### config.mk
export PLATFORM = sky130hd
export DESIGN_NAME = sstn_fifo
export DESIGN_NICKNAME = d
export VERILOG_FILES = /design/src/hdl/segmented_spring_damper_tension_assert.svh /design/src/hdl/sstn_fifo.sv
export SDC_FILE = /design/constraint.sdc
export NUM_CORES = 1
export LEC_CHECK = 0
export ABC_AREA = 1
export BUFFER_PORTS_ARGS = -buffer_cell sky130_fd_sc_hd__buf_4
export CORE_UTILIZATION = 44
export CTS_CLUSTER_SIZE = 14
export DETAILED_ROUTE_END_ITERATION = 8
export PLACE_DENSITY = 0.71
export SYNTH_ARGS = -nofsm -noshare
export SYNTH_HDL_FRONTEND = slang
export SYNTH_SLANG_ARGS = --single-unit
### constraint.sdc
create_clock -name clk -period 1 [get_ports clk]
set_input_delay 0.15 -clock clk [delete_from_list [all_inputs] [get_ports clk]]
set_output_delay 0.15 -clock clk [all_outputs]
set_load 0.01 [all_outputs]
### src/hdl/segmented_spring_damper_tension_assert.svh
// ----------------------------------------------------------------------------
// Spring tension assertion macros
// Concurrent check macros shared by the spring tension block; empty when
// synthesised.
// ----------------------------------------------------------------------------
`ifndef SEGMENTED_SPRING_DAMPER_TENSION_ASSERT_SVH
`define SEGMENTED_SPRING_DAMPER_TENSION_ASSERT_SVH
`ifndef SYNTHESIS
// Same-cycle implication, sampled on clk, idle while rst is high
`define SSTN_ASSERT_IMPLIES(label, ante, cons) \
  label: assert property (@(posedge clk) disable iff (rst) (ante) |-> (cons)) \
    else $error("spring tension check failed");
// Next-cycle implication, sampled on clk, idle while rst is high
`define SSTN_ASSERT_NEXT(label, ante, cons) \
  label: assert property (@(posedge clk) disable iff (rst) (ante) |=> (cons)) \
    else $error("spring tension check failed");
`else
`define SSTN_ASSERT_IMPLIES(label, ante, cons)
`define SSTN_ASSERT_NEXT(label, ante, cons)
`endif
`endif

### src/hdl/sstn_fifo.sv
// ----------------------------------------------------------------------------
// Spring tension queue
// Short register queue between the point classifier and the arithmetic back.
// ----------------------------------------------------------------------------
module sstn_fifo #(
  parameter int WIDTH = 8,
  parameter int DEPTH = 2
) (
  input  logic             clk,
  input  logic             rst,
  input  logic             wr_en,
  input  logic [WIDTH-1:0] wr_data,
  output logic             full,
  input  logic             rd_en,
  output logic [WIDTH-1:0] rd_data,
  output logic             empty
);

  localparam int PTR_W = (DEPTH > 1) ? $clog2(DEPTH) : 1;
  localparam int CNT_W = $clog2(DEPTH + 1);

  logic [WIDTH-1:0] mem [DEPTH];
  logic [PTR_W-1:0] wr_ptr, rd_ptr;
  logic [CNT_W-1:0] level;

  assign full    = (level == CNT_W'(DEPTH));
  assign empty   = (level == '0);
  assign rd_data = mem[rd_ptr];

  always_ff @(posedge clk) begin
    if (rst) begin
      wr_ptr <= '0;
      rd_ptr <= '0;
      level  <= '0;
    end else begin
      if (wr_en) begin
        wr_ptr <= (wr_ptr == PTR_W'(DEPTH - 1)) ? '0 : wr_ptr + PTR_W'(1);
      end
      if (rd_en) begin
        rd_ptr <= (rd_ptr == PTR_W'(DEPTH - 1)) ? '0 : rd_ptr + PTR_W'(1);
      end
      if (wr_en && !rd_en) begin
        level <= level + CNT_W'(1);
      end else if (rd_en && !wr_en) begin
        level <= level - CNT_W'(1);
      end
    end
  end

  always_ff @(posedge clk) begin
    if (wr_en) begin
      mem[wr_ptr] <= wr_data;
    end
  end

endmodule

## After elaboration in Yosys (flattened, before gate mapping)

Memories as Yosys holds them, arrays and structs flattened. A register that Yosys moved wholly into a read port is not among the register bits.
Cells that the tools add are included.
Widths: inputs -> output; s select.

| word-level totals | value |
|---|---|
| output and inout port bits | 10 |
| register bits | 4 |
| memory bits (writable) | 16 |
| memories | 1 |
| logic and storage cells | 23 |
| input port bits | 12 |

Memories:

| name | depth | bits a word | read ports | clocked after memory_dff | wr ports | line | source |
|---|---|---|---|---|---|---|---|
| mem | 2 | 8 | 1 | 1 | 1 | sstn_fifo.sv:22 | `logic [WIDTH-1:0] mem [DEPTH];` |

| cells by class | value |
|---|---|
| equality and inequality tests | 1 |
| reduce and logical (&&, ||, !) cells | 6 |
| add/subtract/negate cells | 4 |
| muxes and demuxes | 8 |

Operators with widths:

| cell | number |
|---|---|
| $mux 1 | 6 |
| $mux 2 | 2 |
| $add 1x1->1 const B | 2 |
| $add 2x1->2 const B | 1 |
| $eq 2x2->1 const B | 1 |
| $logic_and 1x1->1 | 2 |
| $logic_not 1->1 | 2 |
| $logic_not 2->1 | 1 |
| $reduce_bool 2->1 | 1 |
| $sub 2x1->2 const B | 1 |

## Logic depth before layout (Yosys ltp)

| logic depth | value |
|---|---|
| depth in word-level cells | 4 |
| gate-level depth with buffers | 8 |
| mapped depth without buffers | 8 |

## Least setup slack after synthesis

Ideal clock, no wire load.

| timing | value |
|---|---|
| kind | reg-to-reg |
| start | reg wr_ptr |
| end | mem mem[0][0] (enable) |
| stages on the path, launching flop included | 2 |
| buffers on the path | 0 |
| data required time | 0.630 ns |
| arrival | 0.687 ns |
| clock period less this slack | 1.058 ns |
| setup slack | -0.058 ns |
| setup time | 0.370 ns |
| path through | dfxtp_1 > nor2_1 |

RTL lines:

| item | line | source |
|---|---|---|
| from (decl) | sstn_fifo.sv:23 | `logic [PTR_W-1:0] wr_ptr, rd_ptr;` |
| from (signal assigned) | sstn_fifo.sv:37 | `wr_ptr <= (wr_ptr == PTR_W'(DEPTH - 1)) ? '0 : wr_ptr + PTR_W'(1);` |
| to (decl) | sstn_fifo.sv:22 |  |

Straight into the memory's write port.

==> out/metrics.csv <==
metric;value;unit
fin_crit;1340;ps
clkTransAtPathRegs;100;ps
drc;0;
routabilityCongestion;0.614;
tightestPinTransition;205;ps
wl;1.21;mm
syn_area_per_cell;14.0;µm²
ys_ff_latch;21;
clock_latency;290;ps
reg2reg_to;mem[1][6];
rsz0062_at_grt;true;
syn_inst;58;
nNetsFinal;101;
clk_path_buf_depth;2;
r2r-start;wr_ptr;
cts_root_buf;clkbuf_4;
start_util;47.0;%
timing.final.crit_share;134;%
antenna_left;0;
whs_path_depth;2;
dp.cells;106;
place_ws;-92.0;ps
rr_worst_depth;3;
routed_via_density;4.43;
grt_pass1_vias;490;
worstSetupEndpointType;primary output;
grt_usage;13.1;%
grt_max_degree;12;
final_cells;112;
holdWs;30.1;ps
antenna_found_initial;0;
dpl_cell_area;1040;µm²
setup_slack;-342;ps
routedWlPerCell;10.8;µm
power;1.77;mW
crit_path_max_fanout;8;
n_fill_cell;141;
io_buffers;21;
die-width;44.9;µm
arrival;1190;ps
die-area;2020;µm²
cts_tree;done;
yosys_warnings;0;
critical_path_class;register to primary output;
slew_viol_final;0;
finalSetupViolCount;10;
worstPathRequired;850;ps
setup_tns;-2760;ps
firstDrtPassIters;4;
cts_hold_buf;0;
die_h;44.9;µm
synth_xor_area_share;1.08;%
dp_hpwl;894;µm
p_leak;0.499;nW
ys_seq_area_share;71.6;%
synth-simple-area-share;7.87;%
synth_cell_types;16;
stdcell_area;1150;µm²
syn_area;811;µm²
routed-via-count;496;
drive_gt1_share;54.0;%
syn_nets;71;
synth_top_family_by_area;multiplexers;
ff2ff_setup_slack;80;ps
io_pins;22;
n_antenna_cell;0;
synth_compound_area_share;1.23;%
multi_input_area;223;µm²
cts_num_sinks;21;
grt-ovfl-total;0;
powerDensity;1540;nW/µm²
drv_cap;0;
final_hold_viol_count;0;
core-area;1730;µm²
regArea;586;µm²
violations;setup timing;
start_kind;register;
status;complete, but fails checks;
crit_end;rd_data[2];
drtIter0Drc;6;
num_rows;15;
utilization;66.6;%
synth-adder-area-share;1.54;%
vdd_drop_max;0.00108;V
grt_pass1_wl;1.88;mm
htree_levels;1;
hp-class;input pin to register;
cts_buffers;3;
skew;4.56;ps
fmax;745;MHz
synth_mux_area_share;11.1;%
slew_headroom;86.2;%
layout_common_cells;16 x buf_4, 16 x edfxtp_1, 8 x mux2_4, 8 x buf_6, 7 x inv_1;
syn2layout_area_growth;41.8;%
==> worst max-delay path, stage by stage (launching register included) <==
cell and delay, ps:
dfxtp_2 350, buf_12 130, mux2_4 300, buf_6 120
==> power breakdown <==
group	internal, mW	switching [mW]	total (mW)
Sequential	1.00	0.0258	1.03
Combinational	0.221	0.145	0.367
Clock	0.155	0.222	0.377
Total	1.38	0.393	1.77
==> layout make-up <==
class,count,area share (%)
Timing Repair Buffer,26,21.8
Inverter,9,2.94
Multi-Input combinational cell,27,19.4
Clock buffer,4,2.29
Tap cell,25,2.72
Sequential cell,21,50.9
==> registers in the layout (all words and copies together), names as in the netlist, named ones only <==
| signal | count |
|---|---|
| level | 2 |
| wr_ptr | 1 |
| rd_ptr | 1 |
| mem | 16 |
==> synthesized netlist by cell type <==
| library cell | number | area, µm² |
|---|---|---|
| nand2_2 | 1 | 6.26 |
| inv_1 | 8 | 30.0 |
| nand3_1 | 1 | 5.00 |
| inv_2 | 1 | 3.75 |
| xnor2_1 | 1 | 8.76 |
| buf_6 | 1 | 11.3 |
| nor2_1 | 7 | 26.3 |
| dfxtp_1 | 5 | 100 |
| nand4_1 | 1 | 6.26 |
| a21oi_1 | 1 | 5.00 |
| nor3_1 | 1 | 5.00 |
| edfxtp_1 | 16 | 480 |
| o21ai_0 | 1 | 5.00 |
| mux2_2 | 8 | 90.1 |
| nand2_1 | 4 | 15.0 |
| ha_1 | 1 | 12.5 |
==> metal layers <==
| layer | up-vias | GRT usage [%] | routed length (µm) |
|---|---|---|---|
| li1 | 254 | - | - |
| met1 | 227 | 15.6 | 507 |
| met2 | 15 | 23.2 | 638 |
| met3 | 0 | 2.40 | 64 |
| met4 | 0 | 5.45 | 0 |
| met5 | - | 0 | 0 |
==> logic make-up (layout without fill, tap and decap cells) <==
| logic type | Yosys count | after routing |
|---|---|---|
| AOI/OAI and AO/OA | 2 | 2 |
| xor gates and xnor gates | 1 | 1 |
| adders and majority gates | 1 | 1 |
| buffers and inverters | 10 | 39 |
| DFF | 21 | 21 |
| muxes | 8 | 8 |
| and+or+nand+nor | 15 | 15 |
==> how the worst min path moves through the flow <==
stage,start,endpoint,slack (ps)
3_5_place_dp,wr_data[4],mem[1][4],340
4_1_cts,rst,register,20
3_3_place_gp,wr_data[4],mem[0][4],340
2_1_floorplan,rst,register,220
6_report,rst,register,30
5_1_grt,rst,register,20
==> timing repair <==
item / 4_1_cts / 5_1_grt
endpoints found under the hold margin: 0 / 0
pin swaps: 1 / 1
buffers inserted: 2 / 0
resized for setup: 22 / 1
setup endpoints to repair: 10 / 18
Note: power is estimated with default switching activity, not from simulation.
