**config.mk**
```make
export PLATFORM = sky130hd
export DESIGN_NAME = sstn_front
export DESIGN_NICKNAME = d
export VERILOG_FILES = /design/src/hdl/segmented_spring_damper_tension_assert.svh /design/src/hdl/sstn_pkg.sv /design/src/hdl/sstn_front.sv
export SDC_FILE = /design/constraint.sdc
export NUM_CORES = 1
export LEC_CHECK = 0
export BUFFER_PORTS_ARGS = -buffer_cell sky130_fd_sc_hd__buf_2
export CAP_MARGIN = 25
export CELL_PAD_IN_SITES_DETAIL_PLACEMENT = 0
export CELL_PAD_IN_SITES_GLOBAL_PLACEMENT = 1
export CORE_UTILIZATION = 45
export CTS_CLUSTER_SIZE = 28
export DETAILED_ROUTE_END_ITERATION = 6
export GPL_TIMING_DRIVEN = 1
export PLACE_DENSITY = 0.91
export SLEW_MARGIN = 30
export SYNTH_ARGS = -nofsm -noshare
export SYNTH_HDL_FRONTEND = slang
export SYNTH_SLANG_ARGS = --single-unit
```
**constraint.sdc**
```tcl
create_clock -name clk -period 8.32 [get_ports clk]
set_input_delay 1.248 -clock clk [delete_from_list [all_inputs] [get_ports clk]]
set_output_delay 1.248 -clock clk [all_outputs]
set_load 0.05 [all_outputs]
```
**src/hdl/segmented_spring_damper_tension_assert.svh**
```systemverilog
// ----------------------------------------------------------------------------
// Spring tension assertion macros
// Concurrent check macros shared by the spring tension block; empty when
// synthesised.
// ----------------------------------------------------------------------------
`ifndef SEGMENTED_SPRING_DAMPER_TENSION_ASSERT_SVH
`define SEGMENTED_SPRING_DAMPER_TENSION_ASSERT_SVH
`ifndef SYNTHESIS
// Same-cycle implication, sampled on clk, idle while rst is high
`define SSTN_ASSERT_IMPLIES(label, ante, cons) \
  label: assert property (@(posedge clk) disable iff (rst) (ante) |-> (cons)) \
    else $error("spring tension check failed");
// Next-cycle implication, sampled on clk, idle while rst is high
`define SSTN_ASSERT_NEXT(label, ante, cons) \
  label: assert property (@(posedge clk) disable iff (rst) (ante) |=> (cons)) \
    else $error("spring tension check failed");
`else
`define SSTN_ASSERT_IMPLIES(label, ante, cons)
`define SSTN_ASSERT_NEXT(label, ante, cons)
`endif
`endif

```
**src/hdl/sstn_pkg.sv**
```systemverilog
// ----------------------------------------------------------------------------
// Spring tension package
// Shared types and codes of the segmented spring tension block.
// ----------------------------------------------------------------------------
package sstn_pkg;

  localparam int CFG_INDEX_W = 4;

  localparam logic [CFG_INDEX_W-1:0] REG_NATURAL_LENGTH    = 4'd0;
  localparam logic [CFG_INDEX_W-1:0] REG_STIFFNESS         = 4'd1;
  localparam logic [CFG_INDEX_W-1:0] REG_DAMPING           = 4'd2;
  localparam logic [CFG_INDEX_W-1:0] REG_INVERSE_TIME_STEP = 4'd3;
  localparam logic [CFG_INDEX_W-1:0] REG_MAX_TENSION       = 4'd4;
  localparam logic [CFG_INDEX_W-1:0] REG_FORCE_MODE        = 4'd5;
  localparam logic [CFG_INDEX_W-1:0] REG_DISTANCE_SCALE    = 4'd6;
  localparam logic [CFG_INDEX_W-1:0] REG_SPRING_ENABLE     = 4'd7;

  localparam logic [1:0] MODE_COMPRESSION = 2'd1;
  localparam logic [1:0] MODE_EXTENSION   = 2'd2;

  localparam int CHUNK = 8;

  // Classification of a queued point
  typedef struct packed {
    logic seg;   // closes a segment with the previous point
    logic last;  // final point of the tick
  } kind_t;

  typedef struct packed {
    logic busy;
    logic pop;
  } back_status_t;

  typedef enum logic [2:0] {
    OP_SQ, OP_LEN, OP_VEL, OP_ACC, OP_D2, OP_EN, OP_ELA, OP_VIS
  } mul_op_t;

  typedef enum logic [5:0] {
    ST_IDLE  = 6'b000001,
    ST_ISSUE = 6'b000010,
    ST_WAIT  = 6'b000100,
    ST_ROOT  = 6'b001000,
    ST_DIV   = 6'b010000,
    ST_OUT   = 6'b100000
  } back_state_t;

endpackage

```
**src/hdl/sstn_front.sv**
```systemverilog
// ----------------------------------------------------------------------------
// Spring tension front
// Accept points, form per-axis distance magnitudes and classify each point.
// ----------------------------------------------------------------------------
module sstn_front #(
  parameter int WORD_WIDTH = 32
) (
  input  logic                  clk,
  input  logic                  rst,
  input  logic                  in_valid,
  output logic                  in_stall,
  input  logic [WORD_WIDTH-1:0] point_x,
  input  logic [WORD_WIDTH-1:0] point_y,
  input  logic [WORD_WIDTH-1:0] point_z,
  input  logic                  last_point,
  input  logic                  q_full,
  output logic                  push,
  output logic [WORD_WIDTH-1:0] dist_x,
  output logic [WORD_WIDTH-1:0] dist_y,
  output logic [WORD_WIDTH-1:0] dist_z,
  output sstn_pkg::kind_t       kind
);

  localparam int W = WORD_WIDTH;

  logic [W-1:0] prev_x, prev_y, prev_z;
  logic [1:0]   seen;
  logic         accept;

  function automatic logic [W-1:0] dist_mag(input logic [W-1:0] a, input logic [W-1:0] b);
    logic [W:0] d;
    d = {a[W-1], a} - {b[W-1], b};
    if (d[W]) begin
      d = ~d + (W+1)'(1);
    end
    return d[W-1:0];
  endfunction

  assign in_stall  = q_full;
  assign accept    = in_valid && !q_full;
  assign kind.seg  = (seen != 2'd0);
  assign kind.last = last_point;
  assign dist_x    = dist_mag(point_x, prev_x);
  assign dist_y    = dist_mag(point_y, prev_y);
  assign dist_z    = dist_mag(point_z, prev_z);
  // drop points that neither close a segment nor end the tick
  assign push      = accept && (kind.seg || kind.last);

  always_ff @(posedge clk) begin
    if (rst) begin
      prev_x <= '0;
      prev_y <= '0;
      prev_z <= '0;
      seen   <= 2'd0;
    end else if (accept) begin
      prev_x <= point_x;
      prev_y <= point_y;
      prev_z <= point_z;
      if (last_point) begin
        seen <= 2'd0;
      end else if (seen != 2'd2) begin
        seen <= seen + 2'd1;
      end
    end
  end

endmodule

```
# Word level (Yosys, flattened, before mapping)
# Cells that the tools add are included.
totals:
  reg_bits: 98
  inputBits: 101
  output_inout_bits: 100
classes:
  n_addsub: 7
  eq_ne: 1
  n_mux: 5
  bitwise: 3
  n_reduce_logical: 7
op_table:
  columns: ["op", "count"]
  rows:
  - ["$sub 32x32->33", 3]
  - ["$add 32x1->32 const B", 3]
  - ["$mux 32", 3]
  - ["$not 32->32", 3]
  - ["$mux 2", 2]
  - ["$reduce_bool 2->1", 2]
  - ["$add 2x1->2 const B", 1]
  - ["$logic_and 1x1->1", 2]
  - ["$ne 2x2->1 const B", 1]
  - ["$reduce_and 2->1", 1]
  - ["$logic_not 1->1", 1]
  - ["$logic_or 1x1->1", 1]

# Depth between registers and ports, before layout
logic_depth:
  ltp_word: 4
  depth_mapped: 15
  mapped_depth_nobuf: 14

# Least setup slack after synthesis
# Ideal clock, no wire load.
synth_timing:
  kind: "input -> output"
  start: "input point_z[0]"
  end: "output dist_z[31]"
  arrival_ns: 5.045
  slack_ns: 2.027
  cell_stages: 14
  n_path_buf: 0
  path_cell_list: "inv_1 -> ha_1 -> inv_1 -> fa_1 -> a21o_1 -> a221o_2 -> nand4_4 -> a21oi_2 -> or3_1 -> a221oi_2 -> or3b_4 -> nor4b_4 -> o221ai_1 -> nor4_2"
synth_between:
  elab_chain_len: 4
synth_rtl:
  columns: ["element", "line", "rtl"]
  rows:
  - ["start, declared", "sstn_front.sv:14", "input logic [WORD_WIDTH-1:0] point_z,"]
  - ["$sub 32x32->33 (*)", "sstn_front.sv:32", "d = {a[W-1], a} - {b[W-1], b};"]
  - ["$not 32->32", "sstn_front.sv:34", "d = ~d + (W+1)'(1);"]
  - ["$add 32x1->32", "sstn_front.sv:34", null]
  - ["$mux 32 (*)", "sstn_front.sv:33", "if (d[W]) begin"]
  - ["end, declared", "sstn_front.sv:20", "output logic [WORD_WIDTH-1:0] dist_z,"]
# Every way passes the cells marked *; elsewhere a longest branch is shown, timed or not.

# Final worst setup path
# Ends and elaborated chain as after synthesis.

==> results.cfg <==
[placement]
post-place-ws_ns = 1.85
io_buffers = 200
hpwlAfterDp_mm = 25.3
dp.cells = 2171
gp_congestion = 0.892

[routing]
vias_per_cell = 5.59
drt_pass1_iterations = 5
drc = 0
routedWlPerCell_um = 14.6
first_iter_violations = 673
ant_nets = 0
drt-total-wl_mm = 31.9
via_count = 12200

[setup_path]
crit_required_ns = 7.07
worstPathCellList = buf_2, inv_1, ha_1, inv_1, fa_1, a21o_1, a21oi_1, xor2_1, o21ai_0, a2111oi_0, and3_1, nand4b_1, nor4b_4, o221ai_1, nor4_2, buf_2
crit_buf_inv = 4
rr_worst_depth = 5
endpoint = dist_z[31]
crit_family = compound AO/OA/AOI/OAI gates
crit_path_start_kind = input port
crit_fanout = 5
crit_path_end_kind = primary output
crit_cells = 16
critical-path-max-stage-delay_ns = 0.80
worst_ep_arrival_time_ns = 5.26
worstSetupPathType = input port to primary output
critPathLaunch = point_z[0]
crit_path_top_delay_cell = a2111oi_0
r2r-start = seen[0]$_SDFFE_PP0P_
regToRegSetupSlack_ns = 7.15
regToRegEndpoint = seen[1]$_SDFFE_PP0P_

[timing]
hold_viol_final = 0
period_needed_ns = 6.51
setup-tns-final_ns = 0
tightest_slew_ns = 0.854
grt_setup_unrepaired = no
finalSetupViolCount = 0
final_max_slew_viol_count = 0
period_share_pct = 78.3
max_slew_margin_pct = 41.6
final.setup.worst_slack_ns = 1.81
fmax_ghz = 0.154
finClkSkew_ns = 0.00000921

[yosys]
synth.area.top_cells = dfxtp_1, ha_1, nand2_1
synth-warning-count = 0
yosysSeqAreaShare_pct = 16.4
syn_nets = 1915
synth.most_common_cell = nand2_1
synth_common_cells = nand2_1, a21oi_1, inv_1
synth_edf_count = 0
ys.flop_type = dfxtp_1
synth_top_area_cell = dfxtp_1
synthCells = 1710
netlist_area_um2 = 11900
synth.avg_cell_area_um2 = 6.97
synth_cell_type_count = 101
synth_seq_cells = 98
yosysTopAreaCellShare_pct = 16.4
synthArstFlopShare_pct = 0

[die]
coreArea_um2 = 26100
row_count = 59
io_pins = 201
dieHeight_um = 165
initial_utilization_pct = 45.8
die_width_um = 165
dieArea_um2 = 27200

[finish]
fill_cells = 2733
layout.cells.non_filler = 2189
area_growth_pct = 12.2
multiInputGateArea_um2 = 9150
nets = 2052
final-seq-area_um2 = 1960
drive_gt1_share_pct = 15.2
utilization_pct = 51.4

[cts]
post_cts_resized = 0
htreeDepth = 3
insertion_delay_ns = 0.36
root_buffer = clkbuf_16
clockBufferDepth = 2
cts.sinks = 98
tritoncts = built
hold_buffers = 0
post_cts_buffers = 0
clk_pin_slew_ns = 0.06
numCtsBuffers = 9

[power_and_ir_drop]
p_leak_nw = 5.32
power_density_nw_per_um2 = 186
switchingPower_w = 0.00131
cellInternalPower_w = 0.00118
ir_drop_mv = 0.166
sequentialPowerShare_pct = 20.1
swShare_pct = 52.7
p_clk_share_pct = 17.9
power_frac_comb_pct = 62.0

[global_route]
antenna_found_initial = 5
grt_overflow = 0
grt_pass1_vias = 11100
grt_pass1_wl_mm = 52.2
grt_max_degree = 97
grt_util_all_layers_pct = 23.2

[outcome]
outcome = finished, final reports clean

[flow_run]
maxCapViolCount = 0

[hold_path]
hold_class = register to register
stage by stage:
stage / power, W / instance area [um^2] / hold WS (ns)
finish: 0.00248 / 13400 / 0.454
floorplan: 0.00173 / 11900 / 0.436
detailed placement: 0.00205 / 13100 / 0.446
global route: 0.00264 / 13400 / 0.472
CTS: 0.00251 / 13400 / 0.456
global placement: 0.00203 / 13100 / 0.442
cells in the final DEF, fill, tap and decap left out, types with 14 or more instances in the layout:
master    count
inv_1       133
or3_1        20
dfxtp_1      98
a21o_1       34
o21ai_0      72
ha_1        101
nor2_1       97
nor3_1       32
and2_1       15
nand4_1      22
and3_1       17
xnor2_1      95
nand3_1      34
nand2_1     299
buf_2       199
xor2_1       52
a21oi_1     206
a211oi_1     14
a31oi_1      22
state kept, by name, indices dropped and copies added (netlist names):
register and flops:
prev_z 32, seen 2, prev_y 32, prev_x 32
worst reg2reg max path: stages, from the launching register on:
cell     delay (ns)
dfxtp_1        0.31
inv_1          0.07
ha_1           0.22
a21o_1         0.17
a22oi_1        0.21
nor2_1         0.06
how the worst min path moves through the flow:
| stage | end | start | slack, ns | depth (start not counted) |
|---|---|---|---|---|
| global route | prev_y[8]$_SDFFE_PP0P_ | prev_y[8]$_SDFFE_PP0P_ | 0.47 | 2 |
| floorplan | prev_x[10]$_SDFFE_PP0P_ | prev_x[10]$_SDFFE_PP0P_ | 0.44 | 2 |
| detailed placement | prev_x[7]$_SDFFE_PP0P_ | prev_x[7]$_SDFFE_PP0P_ | 0.45 | 2 |
| CTS | prev_x[7]$_SDFFE_PP0P_ | prev_x[7]$_SDFFE_PP0P_ | 0.46 | 2 |
| finish | prev_y[8]$_SDFFE_PP0P_ | prev_y[8]$_SDFFE_PP0P_ | 0.45 | 2 |
| global placement | prev_y[12]$_SDFFE_PP0P_ | prev_y[12]$_SDFFE_PP0P_ | 0.44 | 2 |
kinds of logic (layout without fill, tap and decap cells):
logic type / count (synthesis) / after routing / share of synthesized area (%)
flip-flops: 98 / 98 / 16.4
adder cells (fa/ha/maj): 104 / 104 / 11.1
AO/OA/AOI/OAI: 519 / 519 / 28.3
other: 0 / 2 / 0
XOR/XNOR: 147 / 147 / 10.8
AND/OR/NAND/NOR: 624 / 624 / 25.8
buffers and inverters: 212 / 354 / 7.04
multiplexers: 6 / 6 / 0.514
layout make-up:
class / instances / area share (%)
Timing Repair Buffer: 204 / 7.75
Sequential cell: 98 / 14.7
Inverter: 134 / 3.76
Clock inverter: 6 / 0.533
Tap cell: 335 / 3.13
Multi-Input combinational cell: 1400 / 68.3
Clock buffer: 10 / 1.79
Antenna cell: 2 / 0.0374
routing by layer:
metal  track usage (%)  vias up  routed length (um)
li1                  -     6332                   -
met1              31.1     5619               15500
met2              38.8      248               14600
met3              3.94       33                1460
met4              4.34        6                 359
met5                 0        -                  36
power by group through the flow:
stage,Combinational (W),Clock (W),Sequential (W)
global placement,0.00152,0,0.000510
finish,0.00154,0.000445,0.000500
detailed placement,0.00153,0,0.000511
floorplan,0.00122,0,0.000509
CTS,0.00154,0.000466,0.000500
global route,0.00166,0.000477,0.000503
(Power assumes the default switching activity.)
