==> src/hdl/segmented_spring_damper_tension_assert.svh <==
// ----------------------------------------------------------------------------
// Spring tension assertion macros
// Concurrent check macros shared by the spring tension block; empty when
// synthesised.
// ----------------------------------------------------------------------------
`ifndef SEGMENTED_SPRING_DAMPER_TENSION_ASSERT_SVH
`define SEGMENTED_SPRING_DAMPER_TENSION_ASSERT_SVH
`ifndef SYNTHESIS
// Same-cycle implication, sampled on clk, idle while rst is high
`define SSTN_ASSERT_IMPLIES(label, ante, cons) \
  label: assert property (@(posedge clk) disable iff (rst) (ante) |-> (cons)) \
    else $error("spring tension check failed");
// Next-cycle implication, sampled on clk, idle while rst is high
`define SSTN_ASSERT_NEXT(label, ante, cons) \
  label: assert property (@(posedge clk) disable iff (rst) (ante) |=> (cons)) \
    else $error("spring tension check failed");
`else
`define SSTN_ASSERT_IMPLIES(label, ante, cons)
`define SSTN_ASSERT_NEXT(label, ante, cons)
`endif
`endif

==> src/hdl/sstn_pkg.sv <==
// ----------------------------------------------------------------------------
// Spring tension package
// Shared types and codes of the segmented spring tension block.
// ----------------------------------------------------------------------------
package sstn_pkg;

  localparam int CFG_INDEX_W = 4;

  localparam logic [CFG_INDEX_W-1:0] REG_NATURAL_LENGTH    = 4'd0;
  localparam logic [CFG_INDEX_W-1:0] REG_STIFFNESS         = 4'd1;
  localparam logic [CFG_INDEX_W-1:0] REG_DAMPING           = 4'd2;
  localparam logic [CFG_INDEX_W-1:0] REG_INVERSE_TIME_STEP = 4'd3;
  localparam logic [CFG_INDEX_W-1:0] REG_MAX_TENSION       = 4'd4;
  localparam logic [CFG_INDEX_W-1:0] REG_FORCE_MODE        = 4'd5;
  localparam logic [CFG_INDEX_W-1:0] REG_DISTANCE_SCALE    = 4'd6;
  localparam logic [CFG_INDEX_W-1:0] REG_SPRING_ENABLE     = 4'd7;

  localparam logic [1:0] MODE_COMPRESSION = 2'd1;
  localparam logic [1:0] MODE_EXTENSION   = 2'd2;

  localparam int CHUNK = 8;

  // Classification of a queued point
  typedef struct packed {
    logic seg;   // closes a segment with the previous point
    logic last;  // final point of the tick
  } kind_t;

  typedef struct packed {
    logic busy;
    logic pop;
  } back_status_t;

  typedef enum logic [2:0] {
    OP_SQ, OP_LEN, OP_VEL, OP_ACC, OP_D2, OP_EN, OP_ELA, OP_VIS
  } mul_op_t;

  typedef enum logic [5:0] {
    ST_IDLE  = 6'b000001,
    ST_ISSUE = 6'b000010,
    ST_WAIT  = 6'b000100,
    ST_ROOT  = 6'b001000,
    ST_DIV   = 6'b010000,
    ST_OUT   = 6'b100000
  } back_state_t;

endpackage

==> src/hdl/sstn_mul.sv <==
// ----------------------------------------------------------------------------
// Spring tension multiplier
// Unsigned multiplier taking the second operand one byte per cycle.
// ----------------------------------------------------------------------------
module sstn_mul #(
  parameter int A_WIDTH = 66,
  parameter int B_WIDTH = 32
) (
  input  logic                 clk,
  input  logic                 rst,
  input  logic                 start,
  input  logic [A_WIDTH-1:0]   a,
  input  logic [B_WIDTH-1:0]   b,
  output logic                 done,
  output logic [A_WIDTH+((B_WIDTH+sstn_pkg::CHUNK-1)/sstn_pkg::CHUNK)*sstn_pkg::CHUNK-1:0] prod
);

  localparam int C     = sstn_pkg::CHUNK;
  localparam int NCH   = (B_WIDTH + C - 1) / C;
  localparam int BPW   = NCH * C;
  localparam int PW    = A_WIDTH + BPW;
  localparam int CNT_W = $clog2(NCH + 1);

  logic [A_WIDTH-1:0]   a_r;
  logic [BPW-1:0]       b_sh;
  logic [PW-1:0]        acc;
  logic [CNT_W-1:0]     cnt;
  logic                 run;
  logic [A_WIDTH+C-1:0] part;

  assign part = {{C{1'b0}}, a_r} * (A_WIDTH+C)'(b_sh[BPW-1 -: C]);
  assign prod = acc;

  always_ff @(posedge clk) begin
    if (rst) begin
      run  <= 1'b0;
      done <= 1'b0;
      cnt  <= '0;
    end else begin
      done <= run && (cnt == CNT_W'(1));
      if (start) begin
        run <= 1'b1;
        cnt <= CNT_W'(NCH);
      end else if (run) begin
        cnt <= cnt - CNT_W'(1);
        if (cnt == CNT_W'(1)) begin
          run <= 1'b0;
        end
      end
    end
  end

  // most significant byte first: shift the partial sum and add
  always_ff @(posedge clk) begin
    if (start) begin
      a_r  <= a;
      b_sh <= BPW'(b);
      acc  <= '0;
    end else if (run) begin
      acc  <= (acc << C) + PW'(part);
      b_sh <= b_sh << C;
    end
  end

endmodule

==> src/hdl/sstn_back.sv <==
// ----------------------------------------------------------------------------
// Spring tension back
// Segment square root, length sum and end-of-tick tension sequence.
// ----------------------------------------------------------------------------
module sstn_back #(
  parameter int WORD_WIDTH    = 32,
  parameter int FRACTION_BITS = 16
) (
  input  logic                       clk,
  input  logic                       rst,
  input  logic [WORD_WIDTH-1:0]      seg_dx,
  input  logic [WORD_WIDTH-1:0]      seg_dy,
  input  logic [WORD_WIDTH-1:0]      seg_dz,
  input  sstn_pkg::kind_t            seg_kind,
  input  logic                       q_empty,
  output sstn_pkg::back_status_t     status,
  input  logic [WORD_WIDTH-2:0]      natural_length,
  input  logic [WORD_WIDTH-2:0]      stiffness,
  input  logic [WORD_WIDTH-2:0]      damping,
  input  logic [WORD_WIDTH-2:0]      inverse_time_step,
  input  logic [WORD_WIDTH-2:0]      max_tension,
  input  logic [1:0]                 force_mode,
  input  logic [WORD_WIDTH-2:0]      distance_scale,
  input  logic                       spring_enable,
  input  logic                       hist_clear,
  output logic                       out_valid,
  input  logic                       out_stall,
  output logic [WORD_WIDTH-1:0]      total_tension,
  output logic [WORD_WIDTH-1:0]      elastic_tension,
  output logic [WORD_WIDTH-1:0]      viscous_tension,
  output logic [WORD_WIDTH-2:0]      current_length,
  output logic [WORD_WIDTH-1:0]      length_velocity,
  output logic [WORD_WIDTH-1:0]      length_acceleration,
  output logic [WORD_WIDTH-2:0]      stored_energy,
  output logic [WORD_WIDTH-1:0]      stretch,
  output logic [WORD_WIDTH-2:0]      stretch_ratio
);

  localparam int W   = WORD_WIDTH;
  localparam int F   = FRACTION_BITS;
  localparam int C   = sstn_pkg::CHUNK;
  localparam int AW  = 2 * W + 2;
  localparam int PW  = AW + ((W + C - 1) / C) * C;
  localparam int SW  = W + 8;
  localparam int DN  = W - 1 + F;
  localparam int CW  = $clog2(DN + 1);
  localparam int RW  = W + 4;
  localparam logic [W-2:0] POS_MAX = '1;

  sstn_pkg::back_state_t state;
  sstn_pkg::mul_op_t     op;

  logic [CW-1:0]   cnt;
  logic [1:0]      idx;
  logic [W-1:0]    d_r [3];
  sstn_pkg::kind_t kind_r;
  logic [AW-1:0]   sq_acc;
  logic [AW-1:0]   sv;
  logic [RW-1:0]   rem;
  logic [W:0]      root;
  logic [SW-1:0]   length_sum;
  logic [W-2:0]    len, prev_len, ratio, energy;
  logic [W-1:0]    str, vel, acc, ela, vis, prev_vel;
  logic [2*W-1:0]  d2;
  logic [DN-1:0]   div_sh;
  logic [W-2:0]    div_rem;
  logic            hv;

  logic            mul_start, mul_done;
  logic [AW-1:0]   mul_a;
  logic [W-1:0]    mul_b;
  logic [PW-1:0]   mul_prod;

  sstn_mul #(.A_WIDTH(AW), .B_WIDTH(W)) u_mul (
    .clk   (clk),
    .rst   (rst),
    .start (mul_start),
    .a     (mul_a),
    .b     (mul_b),
    .done  (mul_done),
    .prod  (mul_prod)
  );

  function automatic logic [W-2:0] shr_sat(input logic [PW-1:0] p, input int unsigned s);
    logic [PW-1:0] m;
    m = p >> s;
    if (m > PW'(POS_MAX)) begin
      return POS_MAX;
    end
    return m[W-2:0];
  endfunction

  // drop fraction bits, saturate, then apply the sign
  function automatic logic [W-1:0] mulq(input logic [PW-1:0] p, input logic neg);
    logic [PW-1:0] m;
    logic [PW-1:0] lim;
    logic [W-1:0]  mv;
    m   = p >> F;
    lim = PW'(POS_MAX) + (neg ? PW'(1) : PW'(0));
    if (m > lim) begin
      m = lim;
    end
    mv = m[W-1:0];
    return neg ? (~mv + W'(1)) : mv;
  endfunction

  function automatic logic [W-1:0] abs_w(input logic [W-1:0] x);
    return x[W-1] ? (~x + W'(1)) : x;
  endfunction

  logic [W-2:0] len_next;
  logic [W-1:0] str_next, ad, dl, vel_mag;
  logic [W:0]   dv, dv_mag;
  logic         ela_neg, vis_neg;

  assign len_next = shr_sat(mul_prod, F);
  assign str_next = {1'b0, len_next} - {1'b0, natural_length};
  assign ad       = abs_w(str);
  assign dl       = {1'b0, len} - {1'b0, prev_len};
  assign dv       = {vel[W-1], vel} - {prev_vel[W-1], prev_vel};
  assign dv_mag   = dv[W] ? (~dv + (W+1)'(1)) : dv;
  assign vel_mag  = abs_w(vel);
  assign ela_neg  = !str[W-1] && (str != '0);
  assign vis_neg  = !vel[W-1] && (vel != '0);

  always_comb begin
    mul_a = '0;
    mul_b = '0;
    unique case (op)
      sstn_pkg::OP_SQ: begin
        mul_a = AW'(d_r[idx]);
        mul_b = d_r[idx];
      end
      sstn_pkg::OP_LEN: begin
        mul_a = AW'(length_sum);
        mul_b = W'(distance_scale);
      end
      sstn_pkg::OP_VEL: begin
        mul_a = AW'(abs_w(dl));
        mul_b = W'(inverse_time_step);
      end
      sstn_pkg::OP_ACC: begin
        mul_a = AW'(dv_mag);
        mul_b = W'(inverse_time_step);
      end
      sstn_pkg::OP_D2: begin
        mul_a = AW'(ad);
        mul_b = ad;
      end
      sstn_pkg::OP_EN: begin
        mul_a = AW'(d2);
        mul_b = W'(stiffness);
      end
      sstn_pkg::OP_ELA: begin
        mul_a = AW'(ad);
        mul_b = W'(stiffness);
      end
      sstn_pkg::OP_VIS: begin
        mul_a = AW'(vel_mag);
        mul_b = W'(damping);
      end
      default: begin
        mul_a = '0;
        mul_b = '0;
      end
    endcase
  end

  assign mul_start = (state == sstn_pkg::ST_ISSUE);

  // square root, one result bit per cycle
  logic [RW-1:0] r4, trial, rem_n;
  logic [W:0]    root_n;
  logic          r_ge;
  logic [SW:0]   sum_ext;
  logic [SW-1:0] sum_sat;

  assign r4      = {rem[RW-3:0], sv[AW-1 -: 2]};
  assign trial   = RW'({root, 2'b01});
  assign r_ge    = (r4 >= trial);
  assign rem_n   = r_ge ? (r4 - trial) : r4;
  assign root_n  = {root[W-1:0], r_ge};
  assign sum_ext = {1'b0, length_sum} + (SW+1)'(root_n);
  assign sum_sat = sum_ext[SW] ? '1 : sum_ext[SW-1:0];

  // restoring division, one quotient bit per cycle
  logic [W-1:0]  r2, r2_sub;
  logic          d_ge;
  logic [W-2:0]  drem_n;
  logic [DN-1:0] q_fin;

  assign r2     = {div_rem, div_sh[DN-1]};
  assign d_ge   = (r2 >= {1'b0, natural_length});
  assign r2_sub = r2 - {1'b0, natural_length};
  assign drem_n = d_ge ? r2_sub[W-2:0] : r2[W-2:0];
  assign q_fin  = {div_sh[DN-2:0], d_ge};

  // total tension: sum, clamp to the limit, apply the direction mode, zero when disabled
  logic signed [W:0] tot_sum, max_pos, max_neg, tot_lim;
  logic [W-1:0]      tot_c;

  always_comb begin
    tot_sum = $signed({ela[W-1], ela}) + $signed({vis[W-1], vis});
    max_pos = $signed({2'b00, max_tension});
    max_neg = -max_pos;
    tot_lim = tot_sum;
    priority if (tot_sum > max_pos) begin
      tot_lim = max_pos;
    end else if (tot_sum < max_neg) begin
      tot_lim = max_neg;
    end else begin
      tot_lim = tot_sum;
    end
    if ((force_mode == sstn_pkg::MODE_COMPRESSION) && (tot_lim < 0)) begin
      tot_lim = '0;
    end
    if ((force_mode == sstn_pkg::MODE_EXTENSION) && (tot_lim > 0)) begin
      tot_lim = '0;
    end
    tot_c = spring_enable ? tot_lim[W-1:0] : '0;
  end

  assign status.busy = (state != sstn_pkg::ST_IDLE);
  assign status.pop  = (state == sstn_pkg::ST_IDLE) && !q_empty;

  always_ff @(posedge clk) begin
    if (rst) begin
      state      <= sstn_pkg::ST_IDLE;
      op         <= sstn_pkg::OP_SQ;
      cnt        <= '0;
      idx        <= 2'd0;
      out_valid  <= 1'b0;
      hv         <= 1'b0;
      prev_vel   <= '0;
      prev_len   <= '0;
      length_sum <= '0;
    end else begin
      // the result state reloads the output register itself
      if (out_valid && !out_stall && (state != sstn_pkg::ST_OUT)) begin
        out_valid <= 1'b0;
      end
      if (hist_clear) begin
        prev_vel <= '0;
        hv       <= 1'b0;
      end
      unique case (state)
        sstn_pkg::ST_IDLE: begin
          if (!q_empty) begin
            d_r[0] <= seg_dx;
            d_r[1] <= seg_dy;
            d_r[2] <= seg_dz;
            kind_r <= seg_kind;
            idx    <= 2'd0;
            sq_acc <= '0;
            op     <= seg_kind.seg ? sstn_pkg::OP_SQ : sstn_pkg::OP_LEN;
            state  <= sstn_pkg::ST_ISSUE;
          end
        end
        sstn_pkg::ST_ISSUE: begin
          state <= sstn_pkg::ST_WAIT;
        end
        sstn_pkg::ST_WAIT: begin
          if (mul_done) begin
            unique case (op)
              sstn_pkg::OP_SQ: begin
                sq_acc <= sq_acc + mul_prod[AW-1:0];
                if (idx == 2'd2) begin
                  sv    <= sq_acc + mul_prod[AW-1:0];
                  rem   <= '0;
                  root  <= '0;
                  cnt   <= CW'(W + 1);
                  state <= sstn_pkg::ST_ROOT;
                end else begin
                  idx   <= idx + 2'd1;
                  state <= sstn_pkg::ST_ISSUE;
                end
              end
              sstn_pkg::OP_LEN: begin
                len     <= len_next;
                str     <= str_next;
                div_sh  <= {len_next, {F{1'b0}}};
                div_rem <= '0;
                cnt     <= CW'(DN);
                state   <= sstn_pkg::ST_DIV;
              end
              sstn_pkg::OP_VEL: begin
                vel   <= mulq(mul_prod, dl[W-1]);
                op    <= sstn_pkg::OP_ACC;
                state <= sstn_pkg::ST_ISSUE;
              end
              sstn_pkg::OP_ACC: begin
                acc   <= mulq(mul_prod, dv[W]);
                op    <= sstn_pkg::OP_D2;
                state <= sstn_pkg::ST_ISSUE;
              end
              sstn_pkg::OP_D2: begin
                d2    <= mul_prod[2*W-1:0];
                op    <= sstn_pkg::OP_EN;
                state <= sstn_pkg::ST_ISSUE;
              end
              sstn_pkg::OP_EN: begin
                energy <= shr_sat(mul_prod, 2 * F + 1);
                op     <= sstn_pkg::OP_ELA;
                state  <= sstn_pkg::ST_ISSUE;
              end
              sstn_pkg::OP_ELA: begin
                ela   <= mulq(mul_prod, ela_neg);
                op    <= sstn_pkg::OP_VIS;
                state <= sstn_pkg::ST_ISSUE;
              end
              sstn_pkg::OP_VIS: begin
                vis   <= mulq(mul_prod, vis_neg);
                state <= sstn_pkg::ST_OUT;
              end
              default: begin
                state <= sstn_pkg::ST_IDLE;
              end
            endcase
          end
        end
        sstn_pkg::ST_ROOT: begin
          rem  <= rem_n;
          root <= root_n;
          sv   <= sv << 2;
          cnt  <= cnt - CW'(1);
          if (cnt == CW'(1)) begin
            length_sum <= sum_sat;
            if (kind_r.last) begin
              op    <= sstn_pkg::OP_LEN;
              state <= sstn_pkg::ST_ISSUE;
            end else begin
              state <= sstn_pkg::ST_IDLE;
            end
          end
        end
        sstn_pkg::ST_DIV: begin
          div_rem <= drem_n;
          div_sh  <= q_fin;
          cnt     <= cnt - CW'(1);
          if (cnt == CW'(1)) begin
            ratio <= (q_fin > DN'(POS_MAX)) ? POS_MAX : q_fin[W-2:0];
            if (spring_enable) begin
              vel   <= '0;
              op    <= hv ? sstn_pkg::OP_VEL : sstn_pkg::OP_ACC;
              state <= sstn_pkg::ST_ISSUE;
            end else begin
              vel    <= '0;
              acc    <= '0;
              ela    <= '0;
              vis    <= '0;
              energy <= '0;
              state  <= sstn_pkg::ST_OUT;
            end
          end
        end
        sstn_pkg::ST_OUT: begin
          // hold until the output register is free or being taken
          if (!out_valid || !out_stall) begin
            out_valid           <= 1'b1;
            total_tension       <= tot_c;
            elastic_tension     <= ela;
            viscous_tension     <= vis;
            current_length      <= len;
            length_velocity     <= vel;
            length_acceleration <= acc;
            stored_energy       <= energy;
            stretch             <= str;
            stretch_ratio       <= ratio;
            prev_len            <= len;
            prev_vel            <= spring_enable ? vel : '0;
            hv                  <= spring_enable;
            length_sum          <= '0;
            state               <= sstn_pkg::ST_IDLE;
          end
        end
        default: begin
          state <= sstn_pkg::ST_IDLE;
        end
      endcase
    end
  end

endmodule

==> config.mk <==
export PLATFORM = sky130hd
export DESIGN_NAME = sstn_back
export DESIGN_NICKNAME = d
export VERILOG_FILES = /design/src/hdl/segmented_spring_damper_tension_assert.svh /design/src/hdl/sstn_pkg.sv /design/src/hdl/sstn_mul.sv /design/src/hdl/sstn_back.sv
export SDC_FILE = /design/constraint.sdc
export NUM_CORES = 2
export LEC_CHECK = 0
export BUFFER_PORTS_ARGS = -buffer_cell sky130_fd_sc_hd__clkbuf_2
export CAP_MARGIN = 30
export CORE_UTILIZATION = 57
export DETAILED_ROUTE_END_ITERATION = 8
export PLACE_DENSITY = 0.78
export SYNTH_ARGS = -nofsm -noshare
export SYNTH_HDL_FRONTEND = slang
export SYNTH_HIERARCHICAL = 1
export SYNTH_SLANG_ARGS = --single-unit
==> constraint.sdc <==
create_clock -name clk -period 13.95 [get_ports clk]
set_input_delay 1.395 -clock clk [delete_from_list [all_inputs] [get_ports clk]]
set_output_delay 1.395 -clock clk [all_outputs]
set_load 0.02 [all_outputs]
Yosys cells after proc, flatten, opt, wreduce, memory -nomap -nowiden
Memory sizes are Yosys's and may differ from the RTL's. A register that Yosys moved wholly into a read port is not among the register bits.
Index checks and enable logic that the tools add are counted.
{"block": "op_classes", "n_bitwise": 11, "eq_ne": 40, "n_lt_le_gt_ge": 13, "multipliers": 1, "muxes": 147, "n_reduce_logical": 50, "addsub": 25}
{"operator": "32-bit two-way mux", "count": 44}
{"operator": "66-bit case mux with 7 select lines", "count": 1}
{"operator": "66-bit two-way mux", "count": 6}
{"operator": "31-bit two-way mux", "count": 11}
{"operator": "82-bit by 32-bit > comparator with 1-bit output", "count": 4}
{"operator": "66-bit case mux with 2 select lines", "count": 2}
{"operator": "32-bit case mux with 2 select lines", "count": 4}
{"operator": "33-bit two-way mux", "count": 7}
{"operator": "32-bit by 1-bit adder with 32-bit output (second input constant)", "count": 7}
{"operator": "32-bit inverter", "count": 7}
{"operator": "32-bit case mux with 6 select lines", "count": 1}
{"operator": "34-bit two-way mux", "count": 4}
{"operator": "31-bit by 1-bit adder with 32-bit output (first input constant)", "count": 4}
{"operator": "31-bit case mux with 2 select lines", "count": 2}
{"operator": "40-bit two-way mux", "count": 3}
{"operator": "98-bit by 74-bit adder with 98-bit output", "count": 1}
{"operator": "47-bit two-way mux", "count": 2}
{"operator": "47-bit case mux with 2 select lines", "count": 1}
{"operator": "82-bit by 31-bit > comparator with 1-bit output (second input constant)", "count": 1}
{"operator": "40-bit case mux with 2 select lines", "count": 1}
{"operator": "66-bit by 8-bit multiplier with 74-bit output", "count": 1}
{"operator": "34-bit case mux with 2 select lines", "count": 1}
{"operator": "66-bit adder", "count": 1}
{"operator": "33-bit case mux with 2 select lines", "count": 1}
{"operator": "other kinds (63)", "count": 170}
{"block": "totals", "memories": 1, "regBits": 1203, "wordCells": 329, "out_inout_bits": 288, "ramBits": 96}
{"memory": "d_r", "depth": 3, "word_bits": 32, "read_ports": 1, "rd_ports_with_merged_regs": 1, "write_ports": 3, "line_no": "sstn_back.sv:55", "source": "logic [W-1:0] d_r [3];"}

Logic depth before layout (Yosys ltp)
{"block": "depth", "word_depth": 16, "ltp_mapped": 35, "mapped_depth_nobuf": 31}

Hierarchy
The synthesis kept the hierarchy.
{"mod": "sstn_back", "instances": 1, "area_each_um2": 68064.0, "cells_each": 6872}
{"mod": "sstn_mul", "instances": 1, "area_each_um2": 26008.7, "cells_each": 2764}

Worst setup path after synthesis
Ideal clock, no wire load.
{"block": "synth_timing", "path_type": "in2reg", "startpoint": "input port rst", "endpoint": "register current_length[0] (enable)", "path_slack_ns": -0.768, "setup_ns": 0.938, "t_arrival_ns": 13.780, "cell_stages": 4, "cell_sequence": "clkbuf_1 > clkbuf_1 > clkbuf_1 > nor2_1"}
{"block": "synth_between", "elab_chain_cells": 2}
{"element": "start, declared", "line_no": "sstn_back.sv:10", "source": "input logic rst,"}
{"element": "1-bit inverter (no source line)"}
{"element": "3-bit AND reduction (no source line)"}
{"element": "end signal, assigned", "line_no": "sstn_back.sv:363", "source": "current_length <= len;"}
{"element": "end, declared", "line_no": "sstn_back.sv:31", "source": "output logic [WORD_WIDTH-2:0] current_length,"}
No other way between the ends.
A chain may end at the register's enable or synchronous reset.

Final worst setup path
{"block": "layout_timing", "startpoint": "register vel[0]", "endpoint": "register acc[6], data pin"}
{"block": "layout_between", "elab_chain_cells": 15}
{"element": "start, declared", "line_no": "sstn_back.sv:63", "source": "logic [W-1:0] str, vel, acc, ela, vis, prev_vel;"}
{"element": "start signal, assigned", "line_no": "sstn_back.sv:287", "source": "vel <= mulq(mul_prod, dl[W-1]);"}
{"element": "32-bit by 32-bit subtractor with 33-bit output *", "line_no": "sstn_back.sv:120", "source": "assign dv = {vel[W-1], vel} - {prev_vel[W-1], prev_vel};"}
{"element": "1-bit two-way mux", "line_no": "sstn_back.sv:99", "source": "lim = PW'(POS_MAX) + (neg ? PW'(1) : PW'(0));"}
{"element": "31-bit by 1-bit adder with 32-bit output", "line_no": "sstn_back.sv:99"}
{"element": "82-bit by 32-bit > comparator with 1-bit output", "line_no": "sstn_back.sv:100", "source": "if (m > lim) begin"}
{"element": "32-bit two-way mux", "line_no": "sstn_back.sv:100"}
{"element": "32-bit two-way mux", "line_no": "sstn_back.sv:264", "source": "unique case (op)"}
{"element": "32-bit two-way mux", "line_no": "sstn_back.sv:263", "source": "if (mul_done) begin"}
{"element": "32-bit two-way mux", "line_no": "sstn_back.sv:246", "source": "unique case (state)"}
{"element": "32-bit two-way mux", "line_no": "sstn_back.sv:227", "source": "if (rst) begin"}
{"element": "32-bit inverter", "line_no": "sstn_back.sv:104", "source": "return neg ? (~mv + W'(1)) : mv;"}
{"element": "32-bit by 1-bit adder with 32-bit output", "line_no": "sstn_back.sv:104"}
{"element": "32-bit two-way mux *", "line_no": "sstn_back.sv:104"}
{"element": "32-bit two-way mux *", "line_no": "sstn_back.sv:264"}
{"element": "32-bit two-way mux *", "line_no": "sstn_back.sv:263"}
{"element": "32-bit case mux with 2 select lines *", "line_no": "sstn_back.sv:246"}
{"element": "end signal, assigned", "line_no": "sstn_back.sv:292", "source": "acc <= mulq(mul_prod, dv[W]);"}
{"element": "end, declared", "line_no": "sstn_back.sv:63"}
Every way passes the cells marked *; elsewhere a longest branch is shown, timed or not. The select of a mux whose other input is x is not followed.

==> results.cfg <==
[setup_path]
r2r-end = acc[6]$_SDFFCE_PP0P_
required_ps = 14520
cp_slowest_cell = sky130_fd_sc_hd__nor2_1
reg2reg_slack_ps = 5050
worstSetupEndpointType = flip-flop
timing.critical_path.slowest_cell_delay_ps = 800
path_common_cell = sky130_fd_sc_hd__a21o_1
timing.critical_path.arrival_ps = 9460
worstRegToRegCells = 33
cp-start-kind = flip-flop
critical_path_start_end_classification = reg -> reg
worstReg2RegStart = vel[0]$_SDFFCE_PP0P_
crit_fanout = 46
critical_path.startpoint = vel[0]$_SDFFCE_PP0P_

[global_route]
grt_start_max_net_pins = 164
wire_length_of_the_first_global_routing_pass_mm = 482
vias_in_the_first_global_route = 77900
grt.total_usage_pct = 38.3
grt_antenna_before_repair = 29
grt_overflow_total = 0

[clock_tree]
numCtsBuffers = 145
h_tree_levels = 4
clock_root_buffer = sky130_fd_sc_hd__clkbuf_16
cts.repair_timing.setup_buffer_count = 0
cts.hold.buffers_added = 0
bufs_on_longest_clock_path = 3
latest_clock_arrival_within_the_worst_skew_pair_ps = 830
cts_num_sinks = 1301
tritoncts_clock_tree = done
clk_pin_slew_ps = 80
cts.repair.resized = 0

[synth]
post_synth_instance_area_mm2 = 0.0941
synth.top_cells.by_count = sky130_fd_sc_hd__edfxtp_1 (1074), sky130_fd_sc_hd__nor2_1 (884), sky130_fd_sc_hd__inv_1 (805)
async_reset_ff_share_pct = 0
synth.most_common_cell = sky130_fd_sc_hd__edfxtp_1
synthCells = 9636
synth.yosys.warnings = 6
yosys.cell_types.count = 103
part_of_the_yosys_area_used_for_sequential_elements_pct = 39.1
synthDominantAreaCellType = sky130_fd_sc_hd__edfxtp_1
syn_avg_cell_area_um2 = 9.76
synth_top_area_share_pct = 34.3
register_bit_total_from_synthesis = 1301
synth.top_cells.by_area = sky130_fd_sc_hd__edfxtp_1 (34%), sky130_fd_sc_hd__fa_1 (9.7%), sky130_fd_sc_hd__ha_1 (7.9%), sky130_fd_sc_hd__dfxtp_1 (4.8%), sky130_fd_sc_hd__a21oi_1 (3.6%)
number_of_enable_flip_flop_cells_after_synthesis = 1074
ys.flop_type = sky130_fd_sc_hd__edfxtp_1

[cells_and_area]
final_core_utilization_pct = 64.1
syn_to_final_growth_pct = 11.2
post_route_cells_drive_above_1_share_pct = 11.6
stdcell_area_mm2 = 0.105
num-nets-final = 11400
num-fill-cells = 13100
ff_latch_area_mm2 = 0.0368
area_of_combinational_cells_with_multiple_inputs_mm2 = 0.0527

[min_path]
worstHoldStart = energy[2]$_SDFFCE_PP0P_
min_delay_path_depth = 0
min_path_type = reg -> reg
worstHoldEndpoint = stored_energy[2]$_DFFE_PP_

[sta]
layout_worst_path_cycle_share_pct = 63.8
period_minus_slack_ps = 8900
finalSetupViolations = 0
achievable-frequency_mhz = 112
holdWs_ps = 405
hold_violations = 0
max_slew.worst_pin.slew_ps = 1130
rsz_0062_raised_after_global_routing = no
finClkSkew_ps = 41.3
timing.slew.headroom_pct = 24.6
fin_tns_setup_ps = 0
timing_max_transition_violations_final = 0

[die]
placement_rows = 148
placeableCoreArea_mm2 = 0.163
design.portCount = 580
die_x_um = 408
fp.dieH_um = 408
floorplan.initialDensity_pct = 57.6
design.die.area_mm2 = 0.167

[placement]
placement.cell_area_mm2 = 0.0993
dp_wirelength_mm = 242
weighted_congestion_at_the_end_of_routability_driven_global_placement = 1.03
buffer_ports.inserted = 579

[drt]
detail_route.first_pass.iterations = 9
detailroute.via_count = 79900
antenna_left = 0
drcViolationCount = 0
drt-total-wl_mm = 327
drt_iter0_drc = 9878
drt-wirelength-per-cell_um = 26.4
detail_route.vias_per_cell = 6.46

[power]
ir_drop_mv = 0.409
power_leakage_nw = 42.1
power_per_standard_cell_area_mw_per_mm2 = 276

[outcome]
run_status = complete, no violations

[flow_run]
max_cap_viol_count = 0
-- kinds of logic after synthesis --
| kind of cell | Yosys count | share of synthesized area, % |
|---|---|---|
| AO/OA/AOI/OAI | 2379 | 16.0 |
| XOR/XNOR | 476 | 4.43 |
| adder cells (fa/ha/maj) | 1053 | 17.6 |
| buffers and inverters | 1269 | 5.10 |
| flip-flops | 1301 | 39.1 |
| multiplexers | 205 | 2.25 |
| other | 1 | 0.00399 |
| AND/OR/NAND/NOR | 2952 | 15.5 |
-- per-layer routing --
| metal | routed length [um] | GRT usage [%] | share of wire (%) |
|---|---|---|---|
| met5 | 94 | 0 | 0.029 |
| met4 | 24100 | 25.1 | 7.4 |
| met3 | 35200 | 9.76 | 11 |
| met2 | 147000 | 59.5 | 45 |
| met1 | 121000 | 47.3 | 37 |
-- state kept, by name (all words and copies together) (netlist names), 32 cells and up, named ones only --
| name | count |
|---|---|
| sv | 66 |
| sq_acc | 66 |
| u_mul/prod | 98 |
| elastic_tension | 32 |
| div_sh | 47 |
| prev_vel | 32 |
| length_acceleration | 32 |
| u_mul/a_r | 66 |
| str | 32 |
| stretch | 32 |
| acc | 32 |
| d_r | 96 |
| ela | 32 |
| length_velocity | 32 |
| length_sum | 40 |
| total_tension | 32 |
| d2 | 64 |
| root | 33 |
| vel | 32 |
| rem | 34 |
| vis | 32 |
| viscous_tension | 32 |
| u_mul/b_sh | 32 |
-- cell type report --
type	count	area share [%]
Multi-Input combinational cell	7067	50.4
Sequential cell	1301	35.2
Timing Repair Buffer	739	4.16
Clock buffer	179	3.70
Inverter	807	2.90
Tap cell	2175	2.60
Clock inverter	88	1.06
Antenna cell	14	0.0335
-- where the power goes --
part	switching [mW]	internal, mW
clock network	1.76	2.26
registers	0.288	4.61
logic	12.8	7.18
total	14.8	14.0
-- worst max path at each step --
stage                                                 end  slack [ps]  cells after the start
after floorplan                      rem[0]$_SDFFCE_PN0P_        1650                      3
after global placement    total_tension[23]$_SDFFCE_PP0P_        5280                     22
after detailed placement  total_tension[21]$_SDFFCE_PP0P_        5180                     22
after CTS                            acc[6]$_SDFFCE_PP0P_        5290                     33
after global routing          length_sum[37]$_SDFFE_PP0P_        4470                     31
final                                acc[6]$_SDFFCE_PP0P_        5050                     33
-- worst max-delay path: cells and delay by family, from the launching register on --
family / cells / cell delay [ps]
adders and majority gates: 4 / 1490
buffers and inverters: 5 / 1080
DFF: 1 / 450
AOI/OAI and AO/OA: 19 / 4410
and+or+nand+nor: 5 / 1140
-- layout by cell type (no fill, tap or decap), types with 77 or more instances in the layout --
cell / netlist / routed
sky130_fd_sc_hd__a211oi_1: 92 / 91
sky130_fd_sc_hd__a21o_1: 224 / 224
sky130_fd_sc_hd__a21oi_1: 676 / 672
sky130_fd_sc_hd__a221oi_1: 99 / 99
sky130_fd_sc_hd__a22oi_1: 98 / 98
sky130_fd_sc_hd__a31oi_1: 77 / 77
sky130_fd_sc_hd__and2_1: 475 / 474
sky130_fd_sc_hd__buf_4: 0 / 140
sky130_fd_sc_hd__clkbuf_16: 0 / 146
sky130_fd_sc_hd__clkbuf_2: 0 / 579
sky130_fd_sc_hd__dfxtp_1: 227 / 221
sky130_fd_sc_hd__edfxtp_1: 1074 / 1074
sky130_fd_sc_hd__fa_1: 456 / 456
sky130_fd_sc_hd__ha_1: 597 / 597
sky130_fd_sc_hd__inv_1: 805 / 803
sky130_fd_sc_hd__mux2i_1: 156 / 155
sky130_fd_sc_hd__nand2_1: 692 / 692
sky130_fd_sc_hd__nand3_1: 103 / 103
sky130_fd_sc_hd__nand4_1: 129 / 129
sky130_fd_sc_hd__nor2_1: 884 / 874
sky130_fd_sc_hd__nor3_1: 147 / 143
sky130_fd_sc_hd__o21ai_0: 611 / 608
sky130_fd_sc_hd__xnor2_1: 279 / 279
sky130_fd_sc_hd__xor2_1: 197 / 197
-- through the flow --
step / total power [mW] / setup WS, ps / cells
final: 28.9 / 5050 / 12400
after global routing: 30.8 / 4470 / 12400
after CTS: 28.4 / 5290 / 12300
after detailed placement: 24.3 / 5180 / 12100
after global placement: 23.9 / 5280 / 12100
after floorplan: 18.9 / 1650 / 9637
Note: power is estimated with default switching activity, not from simulation.
